### config.mk
export PLATFORM = sky130hd
export DESIGN_NAME = trimmed_mean_unit
export DESIGN_NICKNAME = d
export VERILOG_FILES = /design/src/design/trm_pkg.sv /design/src/design/trimmed_mean_unit.sv
export SDC_FILE = /design/constraint.sdc
export NUM_CORES = 1
export LEC_CHECK = 0
export BUFFER_PORTS_ARGS = -buffer_cell sky130_fd_sc_hd__buf_2
export CORE_ASPECT_RATIO = 1.1
export CORE_UTILIZATION = 40
export DETAILED_ROUTE_END_ITERATION = 7
export PLACE_DENSITY_LB_ADDON = 0.08
export SKIP_CTS_REPAIR_TIMING = 1
export SYNTH_ARGS = -nofsm -noshare
export SYNTH_HDL_FRONTEND = slang
export SYNTH_SLANG_ARGS = --single-unit
### constraint.sdc
create_clock -name clock -period 5.07 [get_ports clock]
set_input_delay 0.7605 -clock clock [delete_from_list [all_inputs] [get_ports clock]]
set_output_delay 0.7605 -clock clock [all_outputs]
set_load 0.02 [all_outputs]
### src/design/trm_pkg.sv
`timescale 1ns / 1ps
// ----------------------------------------------------------------------------
// Trimmed mean unit package
// Payload types, status codes, sequencer states and sizing constants.
// ----------------------------------------------------------------------------
package trm_pkg;

   localparam int MAX_SAMPLES = 64;
   localparam int SAMPLE_W    = 16;
   localparam int TRIM_W      = 6;
   localparam int ADDR_W      = $clog2(MAX_SAMPLES);
   localparam int CNT_W       = $clog2(MAX_SAMPLES + 1);
   localparam int SUM_W       = SAMPLE_W + CNT_W;
   localparam int WIDE_W      = CNT_W + TRIM_W + 1;
   localparam int DIV_CNT_W   = $clog2(SUM_W + 1);

   typedef enum logic [1:0] {
      STATUS_OK       = 2'd0,
      STATUS_TRIM     = 2'd1,
      STATUS_OVERFLOW = 2'd2
   } status_type;

   typedef struct packed {
      logic signed [SAMPLE_W-1:0] sample_value;
      logic                       last_sample;
   } req_payload_type;

   typedef struct packed {
      logic signed [SAMPLE_W-1:0] mean_value;
      status_type                 status;
   } rsp_payload_type;

   typedef enum logic [2:0] {
      S_IDLE,
      S_KEY,
      S_LOAD,
      S_SCAN,
      S_ACC,
      S_DIV,
      S_DONE
   } state_type;

endpackage

### src/design/trimmed_mean_unit.sv
`timescale 1ns / 1ps
// ----------------------------------------------------------------------------
// Trimmed mean unit
// Stores a block of signed samples, ranks each one against the others with a
// single comparator, sums the samples whose rank survives the trim, and
// divides by the kept count with a one-bit-per-cycle restoring divider.
//
//   Channel   Ports                                   Dir   Moves
//   req       req_valid, req_stall, req_payload       in    one sample
//   rsp       rsp_valid, rsp_stall, rsp_payload       out   mean and status
//   csr       csr_write_en, csr_write_data            in    trim_count
//
// A sample without the last mark leaves the unit idle, ready for the next sample.
// A last sample of a valid block starts the rank scan, which reads the sample
// memory once per comparison; then the divider retires one quotient bit per
// cycle. An overflowed or over-trimmed block goes straight to the done state.
// Reset is synchronous and clears the sequencer, sample count, overflow flag,
// result valid and trim register. req_stall is high while a block is being
// worked; rsp_stall holds the finished result in its output register, and a
// later result waits in the done state until that transfer completes.
// ----------------------------------------------------------------------------
module trimmed_mean_unit (
   input  logic                      clock,
   input  logic                      reset,
   input  logic                      req_valid,
   output logic                      req_stall,
   input  trm_pkg::req_payload_type  req_payload,
   output logic                      rsp_valid,
   input  logic                      rsp_stall,
   output trm_pkg::rsp_payload_type  rsp_payload,
   input  logic                      csr_write_en,
   input  logic [trm_pkg::TRIM_W-1:0] csr_write_data
);
   import trm_pkg::*;

   logic signed [SAMPLE_W-1:0] mem [MAX_SAMPLES];

   state_type                  state_ff, state_in;
   logic [TRIM_W-1:0]          trim_ff;
   logic [CNT_W-1:0]           count_ff, count_in;
   logic                       ovf_ff, ovf_in;
   logic [CNT_W-1:0]           num_ff, num_in;
   logic [CNT_W-1:0]           i_ff, i_in;
   logic [CNT_W-1:0]           j_ff, j_in;
   logic [CNT_W-1:0]           rank_ff, rank_in;
   logic signed [SAMPLE_W-1:0] key_ff, key_in;
   logic signed [SAMPLE_W-1:0] rd_ff;
   logic signed [SUM_W-1:0]    sum_ff, sum_in;
   logic [SUM_W-1:0]           quo_ff, quo_in;
   logic [CNT_W-1:0]           rem_ff, rem_in;
   logic [CNT_W-1:0]           kept_ff, kept_in;
   logic                       neg_ff, neg_in;
   logic [DIV_CNT_W-1:0]       div_cnt_ff, div_cnt_in;
   status_type                 stat_ff, stat_in;
   logic                       rsp_valid_ff, rsp_valid_in;
   rsp_payload_type            rsp_ff, rsp_in;

   logic                       req_xfer;
   logic                       mem_we;
   logic [ADDR_W-1:0]          rd_addr;
   logic                       full;
   logic [CNT_W-1:0]           total;
   logic [WIDE_W-1:0]          dbl_trim_w;
   logic [WIDE_W-1:0]          total_w;
   logic [WIDE_W-1:0]          hi_w;
   logic [WIDE_W-1:0]          rank_w;
   logic                       lower;
   logic [CNT_W:0]             shifted;
   logic                       fits;
   logic [SUM_W-1:0]           mag_sel;
   logic [CNT_W-1:0]           j_next;

   assign req_stall   = (state_ff != S_IDLE);
   assign req_xfer    = req_valid && !req_stall;
   assign full        = (count_ff == CNT_W'(MAX_SAMPLES));
   assign mem_we      = req_xfer && !full;
   assign rsp_valid   = rsp_valid_ff;
   assign rsp_payload = rsp_ff;
   assign j_next      = j_ff + CNT_W'(1);

   assign dbl_trim_w = {WIDE_W'(trim_ff)} << 1;
   assign hi_w       = WIDE_W'(num_ff) - WIDE_W'(trim_ff);
   assign rank_w     = WIDE_W'(rank_ff);
   assign lower      = (rd_ff < key_ff) || ((rd_ff == key_ff) && (j_ff < i_ff));
   assign shifted    = {rem_ff, quo_ff[SUM_W-1]};
   assign fits       = (shifted >= {1'b0, kept_ff});
   assign mag_sel    = neg_ff ? (~quo_ff + SUM_W'(1)) : quo_ff;

   always_ff @(posedge clock) begin
      if (mem_we) begin
         mem[count_ff[ADDR_W-1:0]] <= req_payload.sample_value;
      end
      rd_ff <= mem[rd_addr];
   end

   always_ff @(posedge clock) begin
      if (reset) begin
         state_ff     <= S_IDLE;
         trim_ff      <= '0;
         count_ff     <= '0;
         ovf_ff       <= 1'b0;
         rsp_valid_ff <= 1'b0;
      end else begin
         state_ff     <= state_in;
         count_ff     <= count_in;
         ovf_ff       <= ovf_in;
         rsp_valid_ff <= rsp_valid_in;
         if (csr_write_en) begin
            trim_ff <= csr_write_data;
         end
      end
   end

   always_ff @(posedge clock) begin
      num_ff     <= num_in;
      i_ff       <= i_in;
      j_ff       <= j_in;
      rank_ff    <= rank_in;
      key_ff     <= key_in;
      sum_ff     <= sum_in;
      quo_ff     <= quo_in;
      rem_ff     <= rem_in;
      kept_ff    <= kept_in;
      neg_ff     <= neg_in;
      div_cnt_ff <= div_cnt_in;
      stat_ff    <= stat_in;
      rsp_ff     <= rsp_in;
   end

   always_comb begin
      state_in     = state_ff;
      count_in     = count_ff;
      ovf_in       = ovf_ff;
      num_in       = num_ff;
      i_in         = i_ff;
      j_in         = j_ff;
      rank_in      = rank_ff;
      key_in       = key_ff;
      sum_in       = sum_ff;
      quo_in       = quo_ff;
      rem_in       = rem_ff;
      kept_in      = kept_ff;
      neg_in       = neg_ff;
      div_cnt_in   = div_cnt_ff;
      stat_in      = stat_ff;
      rsp_valid_in = rsp_valid_ff && rsp_stall;
      rsp_in       = rsp_ff;
      rd_addr      = j_next[ADDR_W-1:0];
      total        = count_ff + CNT_W'(!full);
      total_w      = WIDE_W'(total);

      case (state_ff)
         S_IDLE: begin
            if (req_xfer) begin
               count_in = total;
               ovf_in   = ovf_ff || full;
               if (req_payload.last_sample) begin
                  count_in = '0;
                  ovf_in   = 1'b0;
                  num_in   = total;
                  i_in     = '0;
                  sum_in   = '0;
                  if (ovf_ff || full) begin
                     stat_in  = STATUS_OVERFLOW;
                     quo_in   = '0;
                     neg_in   = 1'b0;
                     state_in = S_DONE;
                  end else if (dbl_trim_w >= total_w) begin
                     stat_in  = STATUS_TRIM;
                     quo_in   = '0;
                     neg_in   = 1'b0;
                     state_in = S_DONE;
                  end else begin
                     stat_in  = STATUS_OK;
                     kept_in  = CNT_W'(total_w - dbl_trim_w);
                     state_in = S_KEY;
                  end
               end
            end
         end
         S_KEY: begin
            rd_addr  = i_ff[ADDR_W-1:0];
            state_in = S_LOAD;
         end
         S_LOAD: begin
            rd_addr  = '0;
            key_in   = rd_ff;
            j_in     = '0;
            rank_in  = '0;
            state_in = S_SCAN;
         end
         S_SCAN: begin
            rank_in = rank_ff + CNT_W'(lower);
            j_in    = j_next;
            if (j_next == num_ff) begin
               state_in = S_ACC;
            end
         end
         S_ACC: begin
            if ((rank_w >= WIDE_W'(trim_ff)) && (rank_w < hi_w)) begin
               sum_in = sum_ff + SUM_W'(key_ff);
            end
            i_in = i_ff + CNT_W'(1);
            if (i_ff + CNT_W'(1) == num_ff) begin
               state_in = S_DIV;
               div_cnt_in = '0;
               rem_in     = '0;
            end else begin
               state_in = S_KEY;
            end
         end
         S_DIV: begin
            if (div_cnt_ff == '0 && rem_ff == '0 && i_ff == num_ff) begin
               neg_in = sum_ff[SUM_W-1];
               quo_in = sum_ff[SUM_W-1] ? SUM_W'(-sum_ff) : SUM_W'(sum_ff);
               i_in   = '0;
            end else begin
               rem_in     = fits ? CNT_W'(shifted - {1'b0, kept_ff}) : CNT_W'(shifted);
               quo_in     = {quo_ff[SUM_W-2:0], fits};
               div_cnt_in = div_cnt_ff + DIV_CNT_W'(1);
               if (div_cnt_ff == DIV_CNT_W'(SUM_W - 1)) begin
                  state_in = S_DONE;
               end
            end
         end
         S_DONE: begin
            if (!rsp_valid_ff || !rsp_stall) begin
               rsp_valid_in      = 1'b1;
               rsp_in.status     = stat_ff;
               rsp_in.mean_value = (stat_ff == STATUS_OK) ? mag_sel[SAMPLE_W-1:0] : '0;
               state_in          = S_IDLE;
            end
         end
         default: begin
            state_in = S_IDLE;
         end
      endcase
   end

   assert property (@(posedge clock) disable iff (reset)
      count_ff <= CNT_W'(MAX_SAMPLES))
      else $error("sample count beyond capacity");

   assert property (@(posedge clock) disable iff (reset)
      (state_ff == S_SCAN) |-> (rank_ff <= j_ff))
      else $error("rank exceeds compared samples");

   assert property (@(posedge clock) disable iff (reset)
      $rose(rsp_valid) |-> $past(state_ff == S_DONE))
      else $error("result raised outside done state");

   assert property (@(posedge clock) disable iff (reset)
      (rsp_valid && rsp_payload.status != STATUS_OK) |-> (rsp_payload.mean_value == '0))
      else $error("nonzero mean on failed block");

   assert property (@(posedge clock) disable iff (reset)
      (state_ff == S_ACC) |-> (rank_ff < num_ff))
      else $error("rank out of range at accumulate");

endmodule

### Word level (Yosys, flattened, before mapping)

Memory sizes are Yosys's and may differ from the RTL's. A register that Yosys moved wholly into a read port is not among the register bits.
Index checks and enable logic that the tools add are counted.

| operators by class | value |
|---|---|
| div/mod/pow operators | 0 |
| add/subtract/negate cells | 11 |
| reductions and logical operators | 34 |
| bitwise logic cells | 3 |
| $lt $le $gt $ge | 6 |
| equality and inequality tests | 22 |
| multiplexer cells | 49 |
| multiply operators | 0 |
| shifts and indexed selects | 0 |

Operator list:

| cell | number |
|---|---|
| two-way mux 23 bit | 9 |
| one-hot mux 23 bit (2 select lines) | 2 |
| two-way mux 7 bit | 7 |
| one-hot mux 7 bit (2 select lines) | 3 |
| two-way mux 3 bit | 9 |
| adder 23 x 16 -> 23 bit | 1 |
| negation 23 bit | 1 |
| equality test 7 bit | 3 |
| one-hot mux 3 bit (7 select lines) | 1 |
| one-hot mux 7 bit (3 select lines) | 1 |
| inequality test 2 bit, second input constant | 9 |
| adder 16 x 1 -> 16 bit, second input constant | 1 |
| equality test 16 bit | 1 |
| < comparator 16 bit | 1 |
| two-way mux 16 bit | 1 |
| NOT 16 bit | 1 |
| adder 7 x 1 -> 7 bit | 2 |
| adder 7 x 1 -> 7 bit, second input constant | 2 |
| < comparator 7 x 14 -> 1 bit | 1 |
| subtractor 7 bit | 2 |
| one-hot mux 6 bit (2 select lines) | 1 |
| AND reduction 4 bit | 3 |
| two-way mux 1 bit | 11 |
| two-way mux 5 bit | 2 |
| other kinds (28) | 50 |

| storage, ports and cells | value |
|---|---|
| word-level logic and storage cells | 145 |
| memory bits (read-only) | 0 |
| memory bits (writable) | 1024 |
| memories | 1 |
| output and inout bits | 20 |
| register bits after elaboration | 148 |
| bits in latches | 0 |

Memory list:

| memory | words | bits a word | read ports | clocked after Yosys merged registers in | wr ports | RTL line | source |
|---|---|---|---|---|---|---|---|
| mem | 64 | 16 | 1 | 1 | 1 | trimmed_mean_unit.sv:36 | `logic signed [SAMPLE_W-1:0] mem [MAX_SAMPLES];` |

### Longest topological paths before layout

| logic depth | value |
|---|---|
| depth after elaboration | 9 |
| mapped depth | 17 |
| gate-level depth less buffers | 17 |

### Worst setup path before layout

OpenSTA, ideal clock, no wires.

| timing | value |
|---|---|
| path kind | reg-to-reg |
| start point | register num_ff[0] |
| end point | register sum_ff[0] (enable) |
| setup time | 0.439 ns |
| arrival | 4.014 ns |
| clock period less this slack | 4.453 ns |
| stages on the path, launching flop included | 15 |
| path slack | 0.617 ns |
| cell sequence | edfxtp_1 inv_1 ha_1 inv_1 fa_1 a21oi_1 nor2_1 nor2_1 o21bai_1 a21oi_1 xnor2_1 ha_1 a21oi_1 a21oi_1 o31ai_1 |

| on the way | value |
|---|---|
| cells in the longest elaborated chain, start to end | 5 |

RTL lines:

| element | RTL line | source |
|---|---|---|
| start, declared | trimmed_mean_unit.sv:42 | `logic [CNT_W-1:0] num_ff, num_in;` |
| start signal, assigned | trimmed_mean_unit.sv:115 | `num_ff <= num_in;` |
| subtractor 7 x 6 -> 8 bit | trimmed_mean_unit.sv:82 | `assign hi_w = WIDE_W'(num_ff) - WIDE_W'(trim_ff);` |
| < comparator 7 x 14 -> 1 bit | trimmed_mean_unit.sv:200 | `if ((rank_w >= WIDE_W'(trim_ff)) && (rank_w < hi_w)) begin` |
| logical AND 1 bit | trimmed_mean_unit.sv:200 |  |
| inequality test 2 bit (no source line) | -- |  |
| AND reduction 4 bit (no source line) | -- |  |
| end signal, assigned | trimmed_mean_unit.sv:120 | `sum_ff <= sum_in;` |
| end, declared | trimmed_mean_unit.sv:48 | `logic signed [SUM_W-1:0] sum_ff, sum_in;` |

Every way passes these cells.
A chain may end at the register's enable or synchronous reset.

### Worst setup path in the final report

| timing | value |
|---|---|
| start point | register j_ff[0] |
| end point | register rd_ff[8], read port of mem |

| on the way | value |
|---|---|
| cells in the longest elaborated chain, start to end | 2 |

RTL lines:

| element | RTL line | source |
|---|---|---|
| start, declared | trimmed_mean_unit.sv:44 | `logic [CNT_W-1:0] j_ff, j_in;` |
| start signal, assigned | trimmed_mean_unit.sv:117 | `j_ff <= j_in;` |
| adder 7 x 1 -> 7 bit | trimmed_mean_unit.sv:79 | `assign j_next = j_ff + CNT_W'(1);` |
| via j_next[1] | trimmed_mean_unit.sv:71 | `logic [CNT_W-1:0] j_next;` |
| one-hot mux 6 bit (2 select lines) | trimmed_mean_unit.sv:152 | `case (state_ff)` |
| end, declared | trimmed_mean_unit.sv:47 | `logic signed [SAMPLE_W-1:0] rd_ff;` |

The timed path passes the listed nets, and every way through them passes these cells.

==> metrics <==
status=completed; Cells after DPL=5,515; Synth area leader=edfxtp_1; gpl congestion=0.812; worst path arrival time=about 4.7 ns; kind of critical path=register to register; Worst Hold Endpoint=mem[40][8]; drt initial violations=approximately 2,400; CP cell instances=ha_1 > and3_1 > a221o_4 > buf_12 > buf_4 > nand2_1 > and3_1 > a311oi_1 > o21ai_0 > and3_1 > a211oi_2; post-synth cell types=70; GRT Residual Overflow=0; min-delay worst type=input pin to register; Top-Level Pins=between 40 and 50; Slew @ Worst Pin=1.10 ns; clock tree buffer depth=3; # setup viols final=0; first drt pass iteration count=5; met3 WL post-DR=approximately 6300 µm; Buf+Inv Stages, Crit Path=2; Top Metal Used=met4; FP Rows=approximately 140; sequential area share after synthesis=between 70% and 80%; relative slew slack=26.4%; period utilisation layout=79.9%; Synth top area share=68.9%; clk_lat worst skew=between 0.7 and 0.8 ns; R2R setup slack=1.02 ns; RSZ-0062 raised after global routing=false; Slew Limit Fails=0; core area=125,000 µm²; most common cell in the netlist=edfxtp_1; die area=between 100,000 and 150,000 µm²; CTS Sinks=1,188; ranking of synthesized cells by area=edfxtp_1 69%, nand2_1 6.6%, and3_1 2.2%; Hold Path Stages=1; nets=4,112; Post-synth EDFFs=1,154; I/O Buffers=47; CP startpoint=j_ff[0]; gr usage total=between 20% and 30%; crit-path max FO=56; syn_area_per_cell=13.1 µm²; Finished Layout Cells=5,756; Placed Area=53,400 µm²; die height=around 370 µm; clock-pin slew on the worst setup and hold paths=0.06 ns; initial core utilization=40.3%; WP data required=around 5.8 ns; share of layout cells above drive strength 1=between 10% and 20%; Warnings, synthesis=0; slowest CP cell=a221o_4; vias per inst=5.48; Crit. End Element=register; H-tree depth=4; met2 WL=71,900 µm; Avg WL per Cell=25.2 µm; max_cap viols=0; Post-DRT Antenna Nets=0; Post-Syn Nets=~4,000; Critical R2R Capture=rd_ff[8]; TritonCTS clock tree=built; crit path launch type=register; area grow syn2layout=14.4%; DRT met1 WL=around 64,000 µm; reg2reg path depth=11; CTS root buffer=clkbuf_16; antenna cells=0; clock buffer count from CTS=132; number of global-route vias before repair=~31,000; skew final=roughly 0.018 ns; number of synthesized register bits=1,188; initial antenna violation count=0; CP peak stage delay=0.63 ns; total number of vias=31,528; Syn Inst Count=roughly 3,800; HP Start=req_payload[9]; Worst IR Drop VDD=666 µV; Commonest cells post-synth=1,154 x edfxtp_1, 890 x nand2_1, 196 x nor2_1; crit-path leading delay family=compound AO/OA/AOI/OAI gates; PD cells=640 nW/µm²; largest net degree at the start of global routing=74; WL final=roughly 150,000 µm; DP HPWL=about 90,000 µm; top achievable clock speed=247 MHz; Main synth FF type=edfxtp_1; Fin. Hold Viols=0; synthesized area=50,300 µm²; design area=57,600 µm²; Fin Setup TNS=0 ns; fin crit period=4.05 ns; Pleak=between 20 and 25 nW; asr flop ratio synth=0%; FF-to-FF Start=j_ff[0]; global-route wire length before repair=214,000 µm; die width=340 µm; most used cell, CP=and3_1; # DRC=0; post-layout total power=0.0368 W
cell usage in the layout (no fill, tap or decap), types with 34 or more instances in the layout:
master        n
buf_4       157
ha_1         87
nand3_1     185
a31oi_1      82
nand2_1     890
dfxtp_1      34
a21oi_1      64
xnor2_1      56
inv_1        67
xor2_1       42
buf_2        47
clkbuf_16   137
edfxtp_1   1154
o21ai_0      80
and3_1      178
a32oi_1     113
mux2i_1      94
nor2_1      181
flip-flops by register name, indices dropped and copies added (netlist names), 2 cells and up:
signal	flops
j_ff	7
count_ff	7
rem_ff	7
i_ff	7
kept_ff	7
rsp_payload	18
rank_ff	7
quo_ff	23
div_cnt_ff	5
mem	1024
num_ff	7
rd_ff	16
stat_ff	2
sum_ff	23
state_ff	3
key_ff	16
trim_ff	6
logic make-up (layout without fill, tap and decap cells):
family          after synthesis  in the layout  synth area share, %
fa+ha+maj                    91             91                 2.32
flops                      1188           1188                 70.2
mux                          94             94                 1.87
xor+xnor                    101            101                 1.84
buf+inv                     282            534                 2.47
compound gates              513            513                 7.47
simple gates               1579           1579                 13.8
worst reg2reg max path, cell delays in order (launching register included):
cell and delay, ns:
edfxtp_1 0.54, ha_1 0.49, and3_1 0.29, a221o_4 0.63, buf_12 0.35, buf_4 0.47, nand2_1 0.11, and3_1 0.17
a311oi_1 0.29, o21ai_0 0.22, and3_1 0.26, a211oi_2 0.16
metrics by stage:
stage               hold slack, ns  utilization (%)  setup slack [ns]
floorplan                    0.408                -             0.617
global placement             0.428             42.7              1.03
detailed placement           0.437             42.7              1.02
CTS                          0.142             46.1              1.01
global route                 0.156             46.1             0.740
finish                       0.206             46.1              1.02
layout make-up:
type / count / area (µm²)
inverter: 67 / 251
fill: 11332 / 67300
tap: 1656 / 2070
clock buffer: 175 / 3640
multi-input combinational: 2378 / 13900
clock inverter: 66 / 542
sequential: 1188 / 35300
timing repair buffer: 226 / 1850
where the power goes:
group	total (W)	leakage [nW]	switching [W]	internal [W]
logic	0.0157	7.53	0.0105	0.00523
clock network	0.00933	2.05	0.00395	0.00538
registers	0.0117	10.7	0.000448	0.0113
routing by layer:
metal  vias up  GRT usage (%)
li1      14617              -
met1     15980           30.6
met2       733           38.8
met3       198           3.25
met4         0           6.55
met5         -              0
worst max-delay path by stage:
| stage | slack, ns | depth (start not counted) | endpoint |
|---|---|---|---|
| floorplan | 0.62 | 14 | sum_ff[0] |
| global placement | 1.03 | 15 | quo_ff[18] |
| detailed placement | 1.02 | 11 | rd_ff[8] |
| CTS | 1.01 | 11 | rd_ff[8] |
| global route | 0.74 | 15 | quo_ff[22] |
| finish | 1.02 | 11 | rd_ff[8] |
Power figures use the tool's default switching activity.
